`src/wbss_pkg.sv`:
```
// Package for the wildcard byte signature scanner.
// Holds default parameter values, configuration register indexes and reset values.
// No dependencies.
`timescale 1ns / 1ps
`default_nettype none

package wbss_pkg;

    // Default sizing of the top level.
    localparam int PATTERN_BYTES_DEF = 16;
    localparam int ADDRESS_BITS_DEF  = 48;

    // The signature registers hold this many bytes.
    localparam int SIG_BYTES = 16;

    // Configuration channel widths.
    localparam int CFG_INDEX_BITS = 3;
    localparam int CFG_DATA_BITS  = 64;

    typedef enum logic [CFG_INDEX_BITS-1:0] {
        CFG_PATTERN_LOW  = 3'd0,
        CFG_PATTERN_HIGH = 3'd1,
        CFG_CARE_MASK    = 3'd2,
        CFG_PATTERN_LEN  = 3'd3,
        CFG_RESULT_OFS   = 3'd4,
        CFG_FIND_ALL     = 3'd5
    } t_cfg_index;

    // Register reset values.
    localparam logic [63:0] RST_PATTERN_LOW  = 64'h0;
    localparam logic [63:0] RST_PATTERN_HIGH = 64'h0;
    localparam logic [15:0] RST_CARE_MASK    = 16'hFFFF;
    localparam logic [4:0]  RST_PATTERN_LEN  = 5'd1;
    localparam logic [31:0] RST_RESULT_OFS   = 32'h0;
    localparam logic        RST_FIND_ALL     = 1'b0;

endpackage

`default_nettype wire

```
`src/wildcard_byte_signature_scanner_unit.sv`:
```
// Top level of the wildcard byte signature scanner.
// Depends on wbss_pkg for defaults, register indexes and reset values.
//
// Usage:
// Bytes enter on the s_axis channel, one per transaction, with their address;
// s_axis_tlast marks the final byte of a scanned region. Results leave on the
// m_axis channel: m_axis_tuser is the match flag, m_axis_tdata the match start
// address plus the signed offset, m_axis_tlast marks the result for the last
// byte. A byte yields a result only when a reported match ends at it or when
// it is the last byte; other bytes yield none.
// Registers are written on the cfg channel (index, data), which is always
// ready; write them only while no byte is in flight.
// A byte's result goes from the input register to the output register as the
// byte advances. Throughput is one byte per cycle unless the receiver stalls:
// the input register, the parallel window compare and the output register form
// a two-stage pipeline. When the receiver stalls, the output register holds its
// result and the input register holds the next byte; bytes without a result
// still pass. Synchronous active-low reset empties both stages, restores
// register defaults and starts a new scan.
`timescale 1ns / 1ps
`default_nettype none

module wildcard_byte_signature_scanner_unit #(
    parameter int PATTERN_BYTES = wbss_pkg::PATTERN_BYTES_DEF,
    parameter int ADDRESS_BITS  = wbss_pkg::ADDRESS_BITS_DEF
) (
    input  wire logic                                        i_clk,
    input  wire logic                                        i_rst_n,
    // Input stream; tdata fields from bit 0: data_byte[7:0], byte_address.
    input  wire logic                                        s_axis_tvalid,
    output      logic                                        s_axis_tready,
    input  wire logic [((8+ADDRESS_BITS+7)/8)*8-1:0]          s_axis_tdata,
    input  wire logic                                        s_axis_tlast,
    // Result stream; tdata fields from bit 0: match_address; tuser: match_found.
    output      logic                                        m_axis_tvalid,
    input  wire logic                                        m_axis_tready,
    output      logic [((ADDRESS_BITS+7)/8)*8-1:0]            m_axis_tdata,
    output      logic                                        m_axis_tuser,
    output      logic                                        m_axis_tlast,
    // Configuration write channel.
    input  wire logic                                        i_cfg_valid,
    output      logic                                        o_cfg_ready,
    input  wire logic [wbss_pkg::CFG_INDEX_BITS-1:0]         i_cfg_index,
    input  wire logic [wbss_pkg::CFG_DATA_BITS-1:0]          i_cfg_data
);

    localparam int OUT_W = ((ADDRESS_BITS + 7) / 8) * 8;
    localparam int CAP   = (PATTERN_BYTES < wbss_pkg::SIG_BYTES) ?
                           PATTERN_BYTES : wbss_pkg::SIG_BYTES;
    localparam int CW    = $clog2(PATTERN_BYTES + 1);
    localparam int SB    = wbss_pkg::SIG_BYTES;

    // Configuration registers.
    logic [63:0]        r_pat_lo;
    logic [63:0]        r_pat_hi;
    logic [15:0]        r_care;
    logic [4:0]         r_len;
    logic signed [31:0] r_offset;
    logic               r_find_all;

    // Input register.
    logic                    r_in_valid;
    logic [7:0]              r_in_byte;
    logic [ADDRESS_BITS-1:0] r_in_addr;
    logic                    r_in_last;

    // Scan state.
    logic [7:0]    r_window [PATTERN_BYTES];
    logic [7:0]    n_window [PATTERN_BYTES];
    logic [CW-1:0] r_count;
    logic [CW-1:0] n_count;
    logic          r_hit_taken;
    logic          n_hit_taken;

    // Output register.
    logic                    r_out_valid;
    logic                    r_out_match;
    logic [ADDRESS_BITS-1:0] r_out_addr;
    logic                    r_out_last;

    logic [4:0]              w_len;
    logic [CW-1:0]           w_count_inc;
    logic [7:0]              w_recent [SB];
    logic [7:0]              w_sig [SB];
    logic                    w_match;
    logic                    w_hit;
    logic                    w_produce;
    logic                    w_adv;
    logic                    w_accept;
    logic [63:0]             w_sum;
    logic [ADDRESS_BITS-1:0] w_where;

    assign o_cfg_ready = 1'b1;

    // Active length: zero counts as one, clipped to the smaller of window depth and signature size.
    always_comb begin
        if (r_len == 5'd0) begin
            w_len = 5'd1;
        end else if (r_len > 5'(CAP)) begin
            w_len = 5'(CAP);
        end else begin
            w_len = r_len;
        end
    end

    always_comb begin
        n_window[0] = r_in_byte;
        for (int k = 1; k < PATTERN_BYTES; k++) begin
            n_window[k] = r_window[k-1];
        end
    end

    genvar g;
    generate
        for (g = 0; g < SB; g++) begin : g_lane
            if (g < CAP) begin : g_used
                assign w_recent[g] = n_window[g];
            end else begin : g_unused
                assign w_recent[g] = 8'h00;
            end
            assign w_sig[g] = (g < 8) ? r_pat_lo[8*(g%8) +: 8] : r_pat_hi[8*(g%8) +: 8];
        end
    endgenerate

    // Signature byte i lines up with the byte taken len-1-i bytes ago.
    always_comb begin
        logic [4:0] v_idx;
        w_match = 1'b1;
        for (int i = 0; i < SB; i++) begin
            v_idx = w_len - 5'd1 - 5'(i);
            if ((5'(i) < w_len) && r_care[i] && (w_recent[v_idx[3:0]] != w_sig[i])) begin
                w_match = 1'b0;
            end
        end
    end

    assign w_count_inc = (r_count < CW'(PATTERN_BYTES)) ? r_count + CW'(1) : r_count;
    assign w_hit       = (8'(w_count_inc) >= 8'(w_len)) && w_match &&
                         (r_find_all || !r_hit_taken);
    assign w_produce   = w_hit || r_in_last;

    assign w_sum   = 64'(r_in_addr) - 64'(w_len - 5'd1) + 64'(r_offset);
    assign w_where = w_hit ? w_sum[ADDRESS_BITS-1:0] : '0;

    always_comb begin
        n_count     = w_count_inc;
        n_hit_taken = r_hit_taken || w_hit;
        if (w_hit && r_find_all) begin
            n_count = '0;
        end
        if (r_in_last) begin
            n_count     = '0;
            n_hit_taken = 1'b0;
        end
    end

    // A byte without a result never waits for the output register.
    assign w_adv         = r_in_valid && (!r_out_valid || m_axis_tready || !w_produce);
    assign s_axis_tready = !r_in_valid || w_adv;
    assign w_accept      = s_axis_tvalid && s_axis_tready;

    always_ff @(posedge i_clk) begin
        if (!i_rst_n) begin
            r_pat_lo    <= wbss_pkg::RST_PATTERN_LOW;
            r_pat_hi    <= wbss_pkg::RST_PATTERN_HIGH;
            r_care      <= wbss_pkg::RST_CARE_MASK;
            r_len       <= wbss_pkg::RST_PATTERN_LEN;
            r_offset    <= wbss_pkg::RST_RESULT_OFS;
            r_find_all  <= wbss_pkg::RST_FIND_ALL;
        end else if (i_cfg_valid) begin
            case (i_cfg_index)
                wbss_pkg::CFG_PATTERN_LOW:  r_pat_lo   <= i_cfg_data;
                wbss_pkg::CFG_PATTERN_HIGH: r_pat_hi   <= i_cfg_data;
                wbss_pkg::CFG_CARE_MASK:    r_care     <= i_cfg_data[15:0];
                wbss_pkg::CFG_PATTERN_LEN:  r_len      <= i_cfg_data[4:0];
                wbss_pkg::CFG_RESULT_OFS:   r_offset   <= i_cfg_data[31:0];
                wbss_pkg::CFG_FIND_ALL:     r_find_all <= i_cfg_data[0];
                default: ;
            endcase
        end
    end

    always_ff @(posedge i_clk) begin
        if (!i_rst_n) begin
            r_in_valid  <= 1'b0;
            r_count     <= '0;
            r_hit_taken <= 1'b0;
            r_out_valid <= 1'b0;
        end else begin
            if (w_accept) begin
                r_in_valid <= 1'b1;
            end else if (w_adv) begin
                r_in_valid <= 1'b0;
            end
            if (w_adv) begin
                r_count     <= n_count;
                r_hit_taken <= n_hit_taken;
            end
            if (w_adv && w_produce) begin
                r_out_valid <= 1'b1;
            end else if (m_axis_tready) begin
                r_out_valid <= 1'b0;
            end
        end
    end

    // Payload registers carry no reset.
    always_ff @(posedge i_clk) begin
        if (w_accept) begin
            r_in_byte <= s_axis_tdata[7:0];
            r_in_addr <= s_axis_tdata[8 +: ADDRESS_BITS];
            r_in_last <= s_axis_tlast;
        end
        if (w_adv) begin
            r_window <= n_window;
        end
        if (w_adv && w_produce) begin
            r_out_match <= w_hit;
            r_out_addr  <= w_where;
            r_out_last  <= r_in_last;
        end
    end

    assign m_axis_tvalid = r_out_valid;
    assign m_axis_tdata  = OUT_W'(r_out_addr);
    assign m_axis_tuser  = r_out_match;
    assign m_axis_tlast  = r_out_last;

endmodule

`default_nettype wire

```
`config.mk`:
```
export PLATFORM = sky130hd
export DESIGN_NAME = wildcard_byte_signature_scanner_unit
export DESIGN_NICKNAME = d
export VERILOG_FILES = /design/src/wbss_pkg.sv /design/src/wildcard_byte_signature_scanner_unit.sv
export SDC_FILE = /design/constraint.sdc
export NUM_CORES = 1
export LEC_CHECK = 0
export ABC_AREA = 1
export BUFFER_PORTS_ARGS = -buffer_cell sky130_fd_sc_hd__buf_2
export CAP_MARGIN = 30
export CORE_ASPECT_RATIO = 0.7
export CORE_MARGIN = 8
export CORE_UTILIZATION = 29
export CTS_CLUSTER_SIZE = 24
export DETAILED_ROUTE_END_ITERATION = 6
export GPL_TIMING_DRIVEN = 0
export PLACE_DENSITY_LB_ADDON = 0.05
export SYNTH_ARGS = -nofsm -noshare
export SYNTH_HDL_FRONTEND = slang
export SYNTH_SLANG_ARGS = --single-unit
```
`constraint.sdc`:
```
create_clock -name i_clk -period 19.7 [get_ports i_clk]
set_clock_uncertainty 0.2 [all_clocks]
set_input_delay 1.97 -clock i_clk [delete_from_list [all_inputs] [get_ports i_clk]]
set_output_delay 1.97 -clock i_clk [all_outputs]
set_load 0.05 [all_outputs]
```
==> results of run 1 <==
## power by group
part	internal (W)	switching, W
clock	0.000532	0.000426
sequential	0.000953	0.0000272
combinational	0.000297	0.000827
total	0.00178	0.00128
## synthesized netlist by cell type (16+ instances only)
master / number
nand3b_1: 66
a21oi_1: 203
nand2_2: 16
fa_1: 46
inv_1: 456
ha_1: 67
edfxtp_1: 227
nand3_1: 802
dfxtp_1: 190
nand2_1: 1300
o21ai_0: 212
nor2_1: 248
buf_2: 46
buf_1: 30
clkbuf_1: 91
## stage by stage
step | hold WS (ns) | setup slack (ns) | cell area [sq um] | util
floorplan | 0.223 | 12.22 | 28700 | -
global placement | 0.232 | 6.84 | 31200 | 0.318
detailed placement | 0.234 | 8.83 | 31600 | 0.323
CTS | 0.252 | 8.12 | 33200 | 0.339
global route | 0.273 | 7.48 | 33200 | 0.339
finish | 0.250 | 7.63 | 33300 | 0.339
## registers in the layout, indices dropped and copies added, names as in the netlist
signal and count:
n_window 120, m_axis_tdata 48, r_pat_hi 64, r_in_last 1
m_axis_tuser 1, r_in_addr 48, r_pat_lo 64, m_axis_tlast 1
r_hit_taken 1, r_in_valid 1, r_care 16, r_count 5
r_len 5, r_offset 32, m_axis_tvalid 1, r_in_byte 8
r_find_all 1
## cells by family (layout without fill, tap and decap cells)
kind of cell	count (synthesis)	in the layout
other	1	6
buffers and inverters	659	953
flip-flops	417	417
AND/OR/NAND/NOR	2484	2484
XOR/XNOR	18	18
adder cells (fa/ha/maj)	113	113
AO/OA/AOI/OAI	493	493
## area by class of cell
| class | count | area, sq um |
|---|---|---|
| sequential | 417 | 10600 |
| fill | 10800 | 64800 |
| inverter | 470 | 1770 |
| multi-input combinational | 3109 | 15400 |
| clock inverter | 32 | 343 |
| antenna | 5 | 12.5 |
| tap | 1323 | 1660 |
| clock buffer | 58 | 1270 |
| buffer | 189 | 876 |
| timing repair buffer | 204 | 1310 |
## metal layers
| layer | part of all wire | vias up | global-route usage |
|---|---|---|---|
| met5 | 0.0017 | - | 0 |
| met3 | 0.13 | 213 | 0.109 |
| met1 | 0.48 | 15000 | 0.453 |
| li1 | - | 14300 | - |
| met2 | 0.37 | 1459 | 0.385 |
| met4 | 0.023 | 14 | 0.0631 |
## worst max-delay path by stage
stage	slack [ns]	to	cells past startpoint
floorplan	12.22	m_axis_tdata[0]	34
global placement	6.84	m_axis_tdata[43]	34
detailed placement	8.83	s_axis_tready	34
CTS	8.12	s_axis_tready	34
global route	7.48	s_axis_tready	34
finish	7.63	s_axis_tready	34
==> flow_summary.yaml, run 1 <==
global_route:
  antenna_found_initial: 16
  overflow: 0
  grt_max_degree: 93
  grt_pass1_vias: 28700
  grt_usage: 0.296
  grt_pass1_wl_um: 229000
sta:
  clock.fmax_ghz: 0.0829
  slew_violations: 0
  setup_viol: 0
  fin_tns_setup_ns: 0
  hold_viol: 0
  maxSlewHeadroom: 0.248
  tightest_slew_ns: 1.13
  fin_crit_ns: 12.07
  rsz0062_at_grt: "no"
  finalCritPeriodShare: 0.613
routing:
  viasPerCell: 5.33
  drt_iter0_markers: 3978
  route.vias.total: 31000
  first_pass_iters: 6
  totalWireLength_um: 167000
  postRouteAntennaNets: 0
  wl_per_cell_um: 28.8
  drc: 0
worst_setup_path:
  cp_max_fo: 11
  cp.buffers_inverters: 14
  r2r-start: "r_len[4]"
  reg2reg_depth: 37
  r2r_end: "m_axis_tdata[44]"
  worst_path_largest_cell_delay_ns: 0.82
  critical_path.top_delay_family: "buffers and inverters"
  end_kind: "output port"
  r2r_setup_slack_ns: 9.32
  startpoint: "r_len[4]"
  critPathSlowestCell: "clkbuf_1"
  crit_type: "reg -> out"
  critPathMostFrequentCell: "nand2_1"
  crit_arrival_ns: 9.90
  worstPathRequired_ns: 17.53
  cp-start-kind: "flop"
logic_synthesis:
  synth_top_cell_area_share: 0.238
  synth_warnings: 0
  synth_cell_type_count: 54
  avgSynthCellArea_sq_um: 6.85
  synth_xor_xnor_area_share: 0.00550
  syn_area_sq_mm: 0.0287
  synth_edf_count: 227
  ys_top_cells_by_area: "edfxtp_1, nand2_1, nand3_1"
  syn_inst: 4185
  ys_seq_area_frac: 0.371
  synth_top_area_cell: "edfxtp_1"
  async_reset_ff_frac: 0
  synth_compound_area_frac: 0.0932
  ys_ff_latch: 417
  yosys.area_share.simple: 0.377
  synth_top_family_by_area: "simple AND/OR/NAND/NOR gates"
  synthAdderAreaFrac: 0.0614
  synth_mux_area_frac: 0
  syn_nets: 4427
  synth_ff_type: "edfxtp_1"
cts:
  ctsRootBufferMaster: "clkbuf_16"
  post-cts-setup-buffers: 0
  htree_levels: 2
  cts_resized: 0
  cts_buffer_depth: 3
  ctsHoldBuffers: 0
  cts_tree: "done"
  clk_latency_ns: 0.65
  path_clk_slew_ns: 0.06
  cts_sinks: 417
  cts_made_buffers: 49
placed_design:
  dp_hpwl_um: 140000
  numPortBuffers: 179
  gp_congestion: 1.02
  dp.cells: 5711
finish:
  final_common_cell: "nand2_1"
  final_nets: 4682
  area_growth_pct: 16.1
  layout_common_cells: "nand2_1, nand3_1, inv_1"
  final_cells: 5807
  drive_gt1_frac: 0.0947
power_and_ir_drop:
  p_per_area_mw_per_mm2: 92.1
  finalPower_w: 0.00306
  leakagePower_nw: 15.6
  irDropWorstVdd_mv: 0.0729
hold_path:
  min_delay_worst_endpoint: "n_window[118]"
  hold_path_depth: 0
  hp-class: "reg -> reg"
  hold_path.startpoint: "r_in_byte[6]"
flow_run:
  maxCapViolations: 0
outcome:
  status: "completed"
floorplan:
  dieWidth_um: 392
  die_y_um: 279
  std_cell_rows: 96
  start_util: 0.292
  die-area_sq_mm: 0.109
  core-area_sq_mm: 0.0980
  io_pins: 182
Note: power is estimated with default switching activity, not from simulation.
==> inputs of run 2 (changes only) <==
==> constraint.sdc (replaced) <==
create_clock -name i_clk -period 10.8 [get_ports i_clk]
set_clock_uncertainty 0.2 [all_clocks]
set_input_delay 1.08 -clock i_clk [delete_from_list [all_inputs] [get_ports i_clk]]
set_output_delay 1.08 -clock i_clk [all_outputs]
set_load 0.05 [all_outputs]
==> flow_summary.yaml, run 2 (synthesis results as in run 1) <==
outcome:
  status: "completed"
sta:
  finalCritPeriodShare: 0.966
  setup_viol: 0
  clock.fmax_ghz: 0.0959
  fin_crit_ns: 10.43
  slew_violations: 0
  tightest_slew_ns: 1.13
  rsz0062_at_grt: "no"
  maxSlewHeadroom: 0.244
  hold_viol: 0
floorplan:
  std_cell_rows: 96
  core-area_sq_mm: 0.0980
  io_pins: 182
  start_util: 0.292
  die_y_um: 279
  die-area_sq_mm: 0.109
  dieWidth_um: 392
routing:
  routed-wl-met3_um: 20800
  viasPerCell: 5.35
  met1Wirelength_um: 81000
  wl_per_cell_um: 28.8
  route.vias.total: 31100
  first_pass_iters: 6
  totalWireLength_um: 167000
  drt_iter0_markers: 4070
  wl_met2_um: 61600
  top_layer: "met5"
  postRouteAntennaNets: 0
  drc: 0
cts:
  cts_sinks: 417
  post-cts-setup-buffers: 0
  clk_latency_ns: 0.64
  ctsHoldBuffers: 0
  path_clk_slew_ns: 0.06
  ctsRootBufferMaster: "clkbuf_16"
  cts_tree: "done"
  htree_levels: 2
  cts_made_buffers: 49
  cts_buffer_depth: 3
worst_setup_path:
  reg2reg_depth: 38
  worst_path_largest_cell_delay_ns: 0.62
  r2r_setup_slack_ns: 1.17
  critPathMostFrequentCell: "nand2_1"
  crit_type: "reg -> out"
  r2r_end: "m_axis_tdata[44]"
  worstPathRequired_ns: 9.52
  cp-start-kind: "flop"
  crit_arrival_ns: 9.15
  r2r-start: "r_len[0]"
  end_kind: "output port"
  cp_max_fo: 11
  critPathSlowestCell: "clkbuf_1"
finish:
  final_area_sq_mm: 0.0332
  drive_gt1_frac: 0.0954
  layout_common_cells: "nand2_1, nand3_1, inv_1"
  final_common_cell: "nand2_1"
  area_growth_pct: 16.0
  fin_util: 0.339
  largest_reg_flops: 120
  final_nets: 4681
hold_path:
  min_delay_worst_endpoint: "n_window[118]"
  hold_path.startpoint: "r_in_byte[6]"
  hold_path_depth: 0
  hp-class: "reg -> reg"
power_and_ir_drop:
  finalPower_w: 0.00559
  leakagePower_nw: 15.6
  p_per_area_mw_per_mm2: 168
  irDropWorstVdd_mv: 0.133
global_route:
  grt_max_degree: 93
  grt_pass1_wl_um: 229000
  grt_pass1_vias: 28700
  overflow: 0
  antenna_found_initial: 16
  grt_usage: 0.296
placed_design:
  gp_congestion: 1.02
  numPortBuffers: 179
  dp_hpwl_um: 140000
  placed_cell_area_sq_mm: 0.0316
flow_run:
  maxCapViolations: 0
## run 2: cell count changes in the layout (fill, tap and decap cells not counted)
cell	change
clkbuf_1	-4
clkbuf_2	+3
diode_2	-3
## run 2: layout make-up
| cell class | instances | area [sq um] |
|---|---|---|
| flip-flops and latches | 417 | 10600 |
| fillers | 10800 | 64800 |
| inverters | 470 | 1770 |
| clock buffers | 58 | 1270 |
| well taps | 1323 | 1660 |
| multi-input cells | 3109 | 15400 |
| repair buffers | 204 | 1310 |
| plain buffers | 188 | 876 |
| diodes | 2 | 5.00 |
| clock inverters | 32 | 343 |
## run 2: power by group
part	switching (W)	leakage [nW]	total (W)	internal, W
clock network	0.000777	0.788	0.00175	0.000970
logic	0.00151	11.1	0.00205	0.000543
registers	0.0000495	3.74	0.00179	0.00174
total	0.00234	15.6	0.00559	0.00325
## run 2: repair_timing
item,in CTS,in global routing
setup endpoints to repair,0,1
endpoints found under the hold margin,0,0
resized for setup,0,9
## run 2: worst max path at each step
stage	from	end	slack, ns	cells past startpoint
4_1_cts	r_len[4]	s_axis_tready	0.11	34
3_3_place_gp	r_len[4]	m_axis_tdata[43]	-2.06	34
2_1_floorplan	r_len[4]	m_axis_tdata[0]	3.32	34
6_report	r_len[0]	s_axis_tready	0.37	35
3_5_place_dp	r_len[4]	s_axis_tready	0.82	34
5_1_grt	r_len[0]	s_axis_tready	0.08	35
## run 2: critical path, delay by kind of cell, from the launching register on
kind / cells / cell delay, ns
flops: 1 / 0.51
simple gates: 22 / 3.76
fa+ha+maj: 2 / 0.71
buf+inv: 11 / 3.43
## run 2: layer usage
metal | track usage | vias up
li1 | - | 14300
met1 | 0.453 | 15100
met2 | 0.385 | 1450
met3 | 0.109 | 206
met4 | 0.0631 | 12
met5 | 0 | -
## run 2: stage by stage
stage | worst slack [ns] | TNS (ns) | cells | hold WS [ns]
after CTS | 0.111 | 0 | 5801 | 0.252
after detailed placement | 0.816 | 0 | 5711 | 0.234
final | 0.371 | 0 | 5803 | 0.250
after global placement | -2.06 | -183.92 | 5687 | 0.232
after floorplan | 3.32 | 0 | 4185 | 0.223
after global routing | 0.0846 | 0 | 5801 | 0.273
